==> src/rtl/jwi_pkg.sv <==
// Shared types, constants and codes of the joint waypoint interpolator.
package jwi_pkg;

    localparam int JOINTS          = 6;
    localparam int QUEUE_DEPTH_DEF = 64;
    localparam int MAX_BATCH_DEF   = 64;
    localparam int WRIST_FIRST     = 3;
    localparam int N_SAT           = 4095;
    localparam int N_W             = 12;
    localparam int POS_W           = 32;
    localparam int STEP_W          = 31;
    localparam int FILL_W          = 7;
    localparam int WORDS_W         = 16;
    localparam int CFG_IDX_W       = 2;
    localparam int CFG_DATA_W      = 31;

    localparam logic [1:0] OP_PUSH   = 2'd0;
    localparam logic [1:0] OP_REFILL = 2'd1;
    localparam logic [1:0] OP_LOAD   = 2'd2;
    localparam logic [1:0] OP_UNUSED = 2'd3;

    localparam logic [CFG_IDX_W-1:0] REG_STEP_BASE  = 2'd0;
    localparam logic [CFG_IDX_W-1:0] REG_STEP_WRIST = 2'd1;
    localparam logic [CFG_IDX_W-1:0] REG_TARGET     = 2'd2;

    localparam logic [STEP_W-1:0]  STEP_BASE_RST  = 31'd217780;
    localparam logic [STEP_W-1:0]  STEP_WRIST_RST = 31'd260890;
    localparam logic [FILL_W-1:0]  TARGET_RST     = 7'd16;

    // command handed from the front end to the back end
    typedef struct packed {
        logic [1:0]         op;
        logic [5:0][31:0]   pos;
        logic               end_of_plan;
        logic [7:0]         need;   // saturated, 0 when nothing needed
    } jwi_cmd_t;

endpackage

==> src/rtl/jwi_if.sv <==
// Valid/ready channel interfaces for requests and waypoints.
interface jwi_in_if;
    logic        valid;
    logic        ready;
    logic [1:0]  op;
    logic [31:0] pos_0, pos_1, pos_2, pos_3, pos_4, pos_5;
    logic        end_of_plan;
    logic [15:0] buffer_words;
    modport source (output valid, op, pos_0, pos_1, pos_2, pos_3, pos_4, pos_5,
                    end_of_plan, buffer_words, input ready);
    modport sink (input valid, op, pos_0, pos_1, pos_2, pos_3, pos_4, pos_5,
                  end_of_plan, buffer_words, output ready);
endinterface


==> src/rtl/jwi_front.sv <==
// Front end: takes requests, works out the refill need, queues commands.
module jwi_front
    import jwi_pkg::*;
#(
    parameter int MAX_BATCH = MAX_BATCH_DEF
)
(
    input  logic              clk,
    input  logic              rst_n,
    jwi_in_if.sink            in_ch,
    input  logic [FILL_W-1:0] target_fill,
    output logic              cmd_valid,
    input  logic              cmd_ready,
    output jwi_cmd_t          cmd
);
    localparam int FQ = 2;

    jwi_cmd_t  fifo_reg [FQ];
    logic      wr_ptr_reg, rd_ptr_reg;
    logic [1:0] cnt_reg;
    logic [14:0] held;
    logic signed [16:0] need_s;
    jwi_cmd_t  c;
    logic      push, pop;

    // ceil(words/6): multiply by reciprocal of 6 (43691/2^18), exact for 17 bits
    logic [16:0] wp5;
    logic [33:0] prod;
    always_comb
    begin
        wp5    = {1'b0, in_ch.buffer_words} + 17'd5;
        prod   = {17'd0, wp5} * 34'd43691;
        held   = prod[32:18];
        need_s = $signed({10'd0, target_fill}) - $signed({2'b0, held});
        c.op   = in_ch.op;
        c.pos  = {in_ch.pos_5, in_ch.pos_4, in_ch.pos_3,
                  in_ch.pos_2, in_ch.pos_1, in_ch.pos_0};
        c.end_of_plan = in_ch.end_of_plan;
        if (need_s <= 0)
            c.need = 8'd0;
        else if (need_s > MAX_BATCH)
            c.need = 8'(MAX_BATCH);
        else
            c.need = need_s[7:0];
    end

    assign in_ch.ready = (cnt_reg != 2'(FQ));
    assign push = in_ch.valid && in_ch.ready && (in_ch.op != OP_UNUSED);
    assign cmd_valid = (cnt_reg != 2'd0);
    assign pop  = cmd_valid && cmd_ready;
    assign cmd  = fifo_reg[rd_ptr_reg];

    always_ff @(posedge clk)
    begin
        if (push)
            fifo_reg[wr_ptr_reg] <= c;
    end

    always_ff @(posedge clk or negedge rst_n)
    begin
        if (!rst_n)
        begin
            wr_ptr_reg <= 1'b0;
            rd_ptr_reg <= 1'b0;
            cnt_reg    <= 2'd0;
        end
        else
        begin
            if (push)
                wr_ptr_reg <= ~wr_ptr_reg;
            if (pop)
                rd_ptr_reg <= ~rd_ptr_reg;
            cnt_reg <= cnt_reg + 2'(push) - 2'(pop);
        end
    end
endmodule

==> src/flat_wrapper.sv <==
// flat-port wrapper written by rule: the top's interface ports become plain ports
module jwi_front_flat import jwi_pkg::*;
#(
    parameter int MAX_BATCH = MAX_BATCH_DEF
)
  (clk, rst_n, target_fill, cmd_valid, cmd_ready, cmd, in_ch_valid, in_ch_op, in_ch_pos_0, in_ch_pos_1, in_ch_pos_2, in_ch_pos_3, in_ch_pos_4, in_ch_pos_5, in_ch_end_of_plan, in_ch_buffer_words, in_ch_ready);
  jwi_in_if in_ch_i ();
  input  logic clk;
  input  logic rst_n;
  input  logic [FILL_W-1:0] target_fill;
  output logic cmd_valid;
  input  logic cmd_ready;
  output jwi_cmd_t cmd;
  input wire logic [$bits(in_ch_i.valid)-1:0] in_ch_valid;
  input wire logic [$bits(in_ch_i.op)-1:0] in_ch_op;
  input wire logic [$bits(in_ch_i.pos_0)-1:0] in_ch_pos_0;
  input wire logic [$bits(in_ch_i.pos_1)-1:0] in_ch_pos_1;
  input wire logic [$bits(in_ch_i.pos_2)-1:0] in_ch_pos_2;
  input wire logic [$bits(in_ch_i.pos_3)-1:0] in_ch_pos_3;
  input wire logic [$bits(in_ch_i.pos_4)-1:0] in_ch_pos_4;
  input wire logic [$bits(in_ch_i.pos_5)-1:0] in_ch_pos_5;
  input wire logic [$bits(in_ch_i.end_of_plan)-1:0] in_ch_end_of_plan;
  input wire logic [$bits(in_ch_i.buffer_words)-1:0] in_ch_buffer_words;
  output wire logic [$bits(in_ch_i.ready)-1:0] in_ch_ready;
  assign in_ch_i.valid = in_ch_valid;
  assign in_ch_i.op = in_ch_op;
  assign in_ch_i.pos_0 = in_ch_pos_0;
  assign in_ch_i.pos_1 = in_ch_pos_1;
  assign in_ch_i.pos_2 = in_ch_pos_2;
  assign in_ch_i.pos_3 = in_ch_pos_3;
  assign in_ch_i.pos_4 = in_ch_pos_4;
  assign in_ch_i.pos_5 = in_ch_pos_5;
  assign in_ch_i.end_of_plan = in_ch_end_of_plan;
  assign in_ch_i.buffer_words = in_ch_buffer_words;
  assign in_ch_ready = in_ch_i.ready;
  jwi_front #(.MAX_BATCH(MAX_BATCH)) u_core (.clk(clk), .rst_n(rst_n), .in_ch(in_ch_i), .target_fill(target_fill), .cmd_valid(cmd_valid), .cmd_ready(cmd_ready), .cmd(cmd));
endmodule
==> config.mk <==
export PLATFORM = sky130hd
export DESIGN_NAME = jwi_front_flat
export DESIGN_NICKNAME = d
export VERILOG_FILES = /design/src/rtl/jwi_pkg.sv /design/src/rtl/jwi_if.sv /design/src/rtl/jwi_front.sv /design/src/flat_wrapper.sv
export SDC_FILE = /design/constraint.sdc
export NUM_CORES = 1
export LEC_CHECK = 0
export BUFFER_PORTS_ARGS = -buffer_cell sky130_fd_sc_hd__buf_2
export CORE_ASPECT_RATIO = 0.5
export CORE_MARGIN = 2
export CORE_UTILIZATION = 50
export CTS_CLUSTER_SIZE = 30
export DETAILED_ROUTE_END_ITERATION = 7
export PLACE_DENSITY_LB_ADDON = 0.25
export SETUP_SLACK_MARGIN = 0.15
export SLEW_MARGIN = 20
export SYNTH_ARGS = -nofsm -noshare
export SYNTH_HDL_FRONTEND = slang
export SYNTH_SLANG_ARGS = --single-unit
export TNS_END_PERCENT = 100
==> constraint.sdc <==
create_clock -name clk -period 9.5 [get_ports clk]
set_input_delay 0.475 -clock clk [delete_from_list [all_inputs] [get_ports clk]]
set_output_delay 0.475 -clock clk [all_outputs]
set_load 0.01 [all_outputs]
=== Word-level counts from Yosys, hierarchy flattened ===
Memory sizes are Yosys's and may differ from the RTL's.
Index checks and enable logic that the tools add are counted.

* Logic and storage cells: 23
* Register bits after elaboration: 4
* Memory bits (writable): 406
* Memory bits (read-only): 0
* Bits of input ports: 222
* Bits in latches: 0
* Memories: 1
* Output and inout port bits: 205

{| class="wikitable"
|+ Memory list
! memory !! words !! bits a word !! rd ports !! clocked after memory_dff !! wr ports !! RTL line !! source
|-
| u_core.fifo_reg || 2 || 203 || 1 || 0 || 1 || jwi_front.sv:18 || <nowiki>jwi_cmd_t fifo_reg [FQ];</nowiki>
|}

* Bitwise gates (word level): 2
* $mul: 1
* Add/subtract/negate cells: 4
* Eq/ne operators: 2
* Div/mod/pow operators: 0
* Shift operators: 0
* Reduce and logical (&&, ||, !) cells: 4
* $lt $le $gt $ge: 2
* Muxes and demuxes: 4

{| class="wikitable"
|+ Operators by type and width
! cell !! count
|-
| multiplier 17 x 16 -> 33 bit, second input constant || 1
|-
| adder 16 x 3 -> 17 bit, second input constant || 1
|-
| > comparator 16 x 8 -> 1 bit, second input constant || 1
|-
| less-or-equal comparator 16 x 1 -> 1 bit, second input constant || 1
|-
| 2-to-1 mux 8 bit || 2
|-
| subtractor 7 x 15 -> 16 bit || 1
|-
| != test 2 bit, second input constant || 2
|-
| logical AND 1 bit || 3
|-
| adder 2 x 1 -> 2 bit || 1
|-
| 2-to-1 mux 1 bit || 2
|-
| NOT 1 bit || 2
|-
| nonzero test 2 bit || 1
|-
| subtractor 2 x 1 -> 2 bit || 1
|}

=== Longest topological paths before layout ===
* Word-level depth: 6
* Mapped depth: 33
* Gate-level depth less buffers: 33

=== Least setup slack after synthesis ===
Ideal clock, no wire load.

* Path type: input port to flip-flop
* Start: input in_ch_op[0]
* End: memory u_core.fifo_reg[0][0] in the netlist's numbering, enable pin
* Setup time: 0.770 ns
* Stages: 3
* Arrival: 9.083 ns
* Path slack: -0.353 ns
* Required time: 8.730 ns
* Path buffers: 0
* Cells stage by stage: nand2_1 nand3_1 nor2_1

* Word-level cells in the longest chain between the ends: 4

{| class="wikitable"
|+ Ends and longest elaborated chain
! item !! RTL line !! source
|-
| start, declared || flat_wrapper.sv:15 || <nowiki>input wire logic [$bits(in_ch_i.op)-1:0] in_ch_op;</nowiki>
|-
| != test 2 bit || jwi_front.sv:48 || <nowiki>assign push = in_ch.valid && in_ch.ready && (in_ch.op != OP_UNUSED);</nowiki>
|-
| logical AND 1 bit || jwi_front.sv:48 ||
|-
| 2-to-1 mux 1 bit || jwi_front.sv:55 || <nowiki>if (push)</nowiki>
|-
| 2-to-1 mux 1 bit (implied by the code) || jwi_front.sv:56 || <nowiki>fifo_reg[wr_ptr_reg] <= c;</nowiki>
|-
| end, declared || jwi_front.sv:18 ||
|}

No other way between the ends.

==> out/results.tsv <==
stage	metric	value	unit
outcome	status	completed	
finish	area added between synthesis and finish	19.9	%
sta	setup ws final	0.891	ns
route	Iter 0 DRT Violations	529	
global_routing	vias in the first global route	12600	
setup_path	Crit. End Element	register	
setup_path	FF-to-FF End	u_core.fifo_reg[1][99]	
logic_synthesis	post-synth top area share	58.7	%
cts	maximum clock path buffer count	3	
sta	Slew HR	27.2	%
finish	commonest non-fill, non-tap cells in the layout	426 x buf_2, 406 x edfxtp_1, 204 x mux2_2	
logic_synthesis	top post-synthesis cells by area	edfxtp_1 59%, mux2_2 11%, ha_1 8.5%, fa_1 8.5%, inv_1 3.6%	
logic_synthesis	top_reg_cell synth	edfxtp_1	
floorplan	core area	40700	sq um
route	final wirelength	47000	microns
setup_path	Critical Path Slowest Stage Cell	fa_1	
cts	Num CTS Buffers	39	
logic_synthesis	Seq cells post-synth	410	
worst_hold_path	WHS Endpoint	u_core.fifo_reg[0][133]	
logic_synthesis	Avg Inst Size Synth	15.4	sq um
cts	clock root buffer	clkbuf_16	
logic_synthesis	area of the mapped netlist	20800	sq um
floorplan	Die ar.	43300	sq um
cts	CTS tree	built	
placed_design	RePlAce Congestion	0.928	
finish	final net count	2248	
setup_path	Arr. time, crit path	8.91	ns
floorplan	die extent in y	148	microns
setup_path	Critical Path Max Stage Delay	0.54	ns
finish	Largest register FFs	406	
placed_design	DP Cell Count	2295	
finish	commonest non-fill, non-tap cell in the layout	buf_2	
sta	max-slew violations	0	
global_routing	first-pass GRT wire length	70200	microns
flow_run	maxcap violations	0	
cts	Worst-Skew Late Latency	0.53	ns
global_routing	initial antenna violation count	13	
route	DRC	0	
sta	min Tclk post-route	8.61	ns
sta	Worst Tran Pin Value	1.09	ns
placed_design	DP HPWL	35200	microns
floorplan	Initial Utilization	51.1	%
setup_path	Req. time, crit path	9.80	ns
cts	Setup Buffers After CTS	0	
logic_synthesis	sequential fraction of the synthesis area	59.2	%
worst_hold_path	Hold Path Stages	1	
logic_synthesis	Yosys cell types	67	
setup_path	Crit Path Class	input port to register	
sta	Peak Freq	116	MHz
cts	Clock Pin Slew Worst Setup and Hold Paths	0.07	ns
global_routing	largest net degree at the start of global routing	141	
setup_path	CP Max Fanout	6	
sta	Final Hold Viols	0	
route	Avg WL per Cell	19.7	microns
sta	Max Clock Skew	0.00879	ns
setup_path	most frequent CP cell	ha_1	
route	drt first pass iters	5	
global_routing	grt ovf	0	
logic_synthesis	post-synth top area cell	edfxtp_1	
floorplan	width of the chip	292	microns
sta	setup TNS	0	ns
floorplan	row cnt	52	
worst_hold_path	Hold/Removal Path Class	input port to register	
finish	fillers	3171	
logic_synthesis	ys async rst share	0.976	%
setup_path	Worst R2R Setup Slack	6.65	ns
logic_synthesis	Ys Warns	0	
placed_design	Place WS	0.418	ns
route	Vias/cell	5.13	
setup_path	Reg-to-Reg Start	u_core.cnt_reg[1]	
sta	final-report setup violation count	0	
finish	share of cells above drive strength 1	39.3	%
sta	Tcrit/Tclk final	90.6	%
floorplan	IO Pins	427	
worst_hold_path	min-delay src	in_ch_pos_3[28]	
route	Via Count	12200	
route	DRT antenna net count	0	
finish	final cell count without fillers	2379	
setup_path	FF-to-FF path depth	5	
global_routing	Total GRT Usage	21.2	%
cts	Sink Count	410	
logic_synthesis	Mapped Cells	1347	
cts	H-tree depth	2	
placed_design	IO buf count	426	
setup_path	Startpoint Class	input port	
sta	RSZ-0062 raised after global routing	false	
logic_synthesis	Post-synth EDFFs	406	
metrics by stage:
step           cell area, sq um  hold WS (ns)  utilization, %
2_1_floorplan             20800         0.179               -
3_3_place_gp              23600         0.296            58.0
3_5_place_dp              23600         0.296            58.0
4_1_cts                   24900         0.108            61.2
5_1_grt                   24900         0.104            61.2
6_report                  24900         0.133            61.2
cell usage after synthesis, types with 5 or more instances:
library cell  number
a21o_1            10
a21oi_1           33
and3_1             7
clkbuf_1          29
edfxtp_1         406
fa_1              88
ha_1             141
inv_1            197
mux2_2           204
nand2_1           30
nand2b_1           5
nand3_1           14
nand4_1            9
nor2_1            20
nor3_1            11
o211ai_1           6
o21ai_0           14
or2_2              6
xnor2_1           21
xor2_1            15
layer usage:
metal  global-route usage [%]  share of wire (%)  routed length [microns]  vias up
met4                     9.41                3.5                     1660        0
met3                     3.00                3.0                     1430       95
met5                        0                  0                        0        -
met1                     24.7                 39                    18500     6084
met2                     39.4                 54                    25400      217
li1                         -                  -                        -     5805
how the worst max path moves through the flow:
stage	from	endpoint	depth (start not counted)
floorplan	in_ch_buffer_words[0]	u_core.fifo_reg[0][4]	33
CTS	in_ch_buffer_words[3]	u_core.fifo_reg[1][2]	34
finish	in_ch_buffer_words[0]	u_core.fifo_reg[1][2]	33
global route	in_ch_buffer_words[3]	u_core.fifo_reg[1][2]	34
detailed placement	in_ch_buffer_words[3]	u_core.fifo_reg[1][2]	34
global placement	in_ch_buffer_words[0]	u_core.fifo_reg[0][4]	33
kinds of logic after synthesis:
logic type      Yosys count  share of synthesized area [%]
other cells               1                         0.0181
buf+inv                 230                           4.20
simple gates            122                           3.11
flops                   410                           59.2
compound gates          114                           3.89
xor+xnor                 36                           1.52
mux                     205                           11.1
fa+ha+maj               229                           17.0
layout make-up:
class	count	area (sq um)	area share, %
antenna	13	32.5	0.131
clock buffer	50	1060	4.26
clock inverter	20	224	0.899
inverter	197	739	2.97
multi-input combinational	708	7620	30.6
sequential	410	12300	49.4
tap	540	676	2.71
timing repair buffer	441	2260	9.07
worst max-delay path: cells and delay by family:
family	cells	cell delay [ns]
adders and majority gates	9	3.55
xor gates and xnor gates	3	0.91
buffers and inverters	5	0.32
muxes	1	0.28
and+or+nand+nor	7	1.67
AOI/OAI and AO/OA	8	1.71
what timing repair did:
action | in CTS | in global routing
endpoints found under the hold margin | 4 | 0
hold buffers | 1 | 0
gates resized for setup | 0 | 0
Power is not shown: default switching activity piles up to over one toggle a cycle in this logic, so the estimate is an artifact.
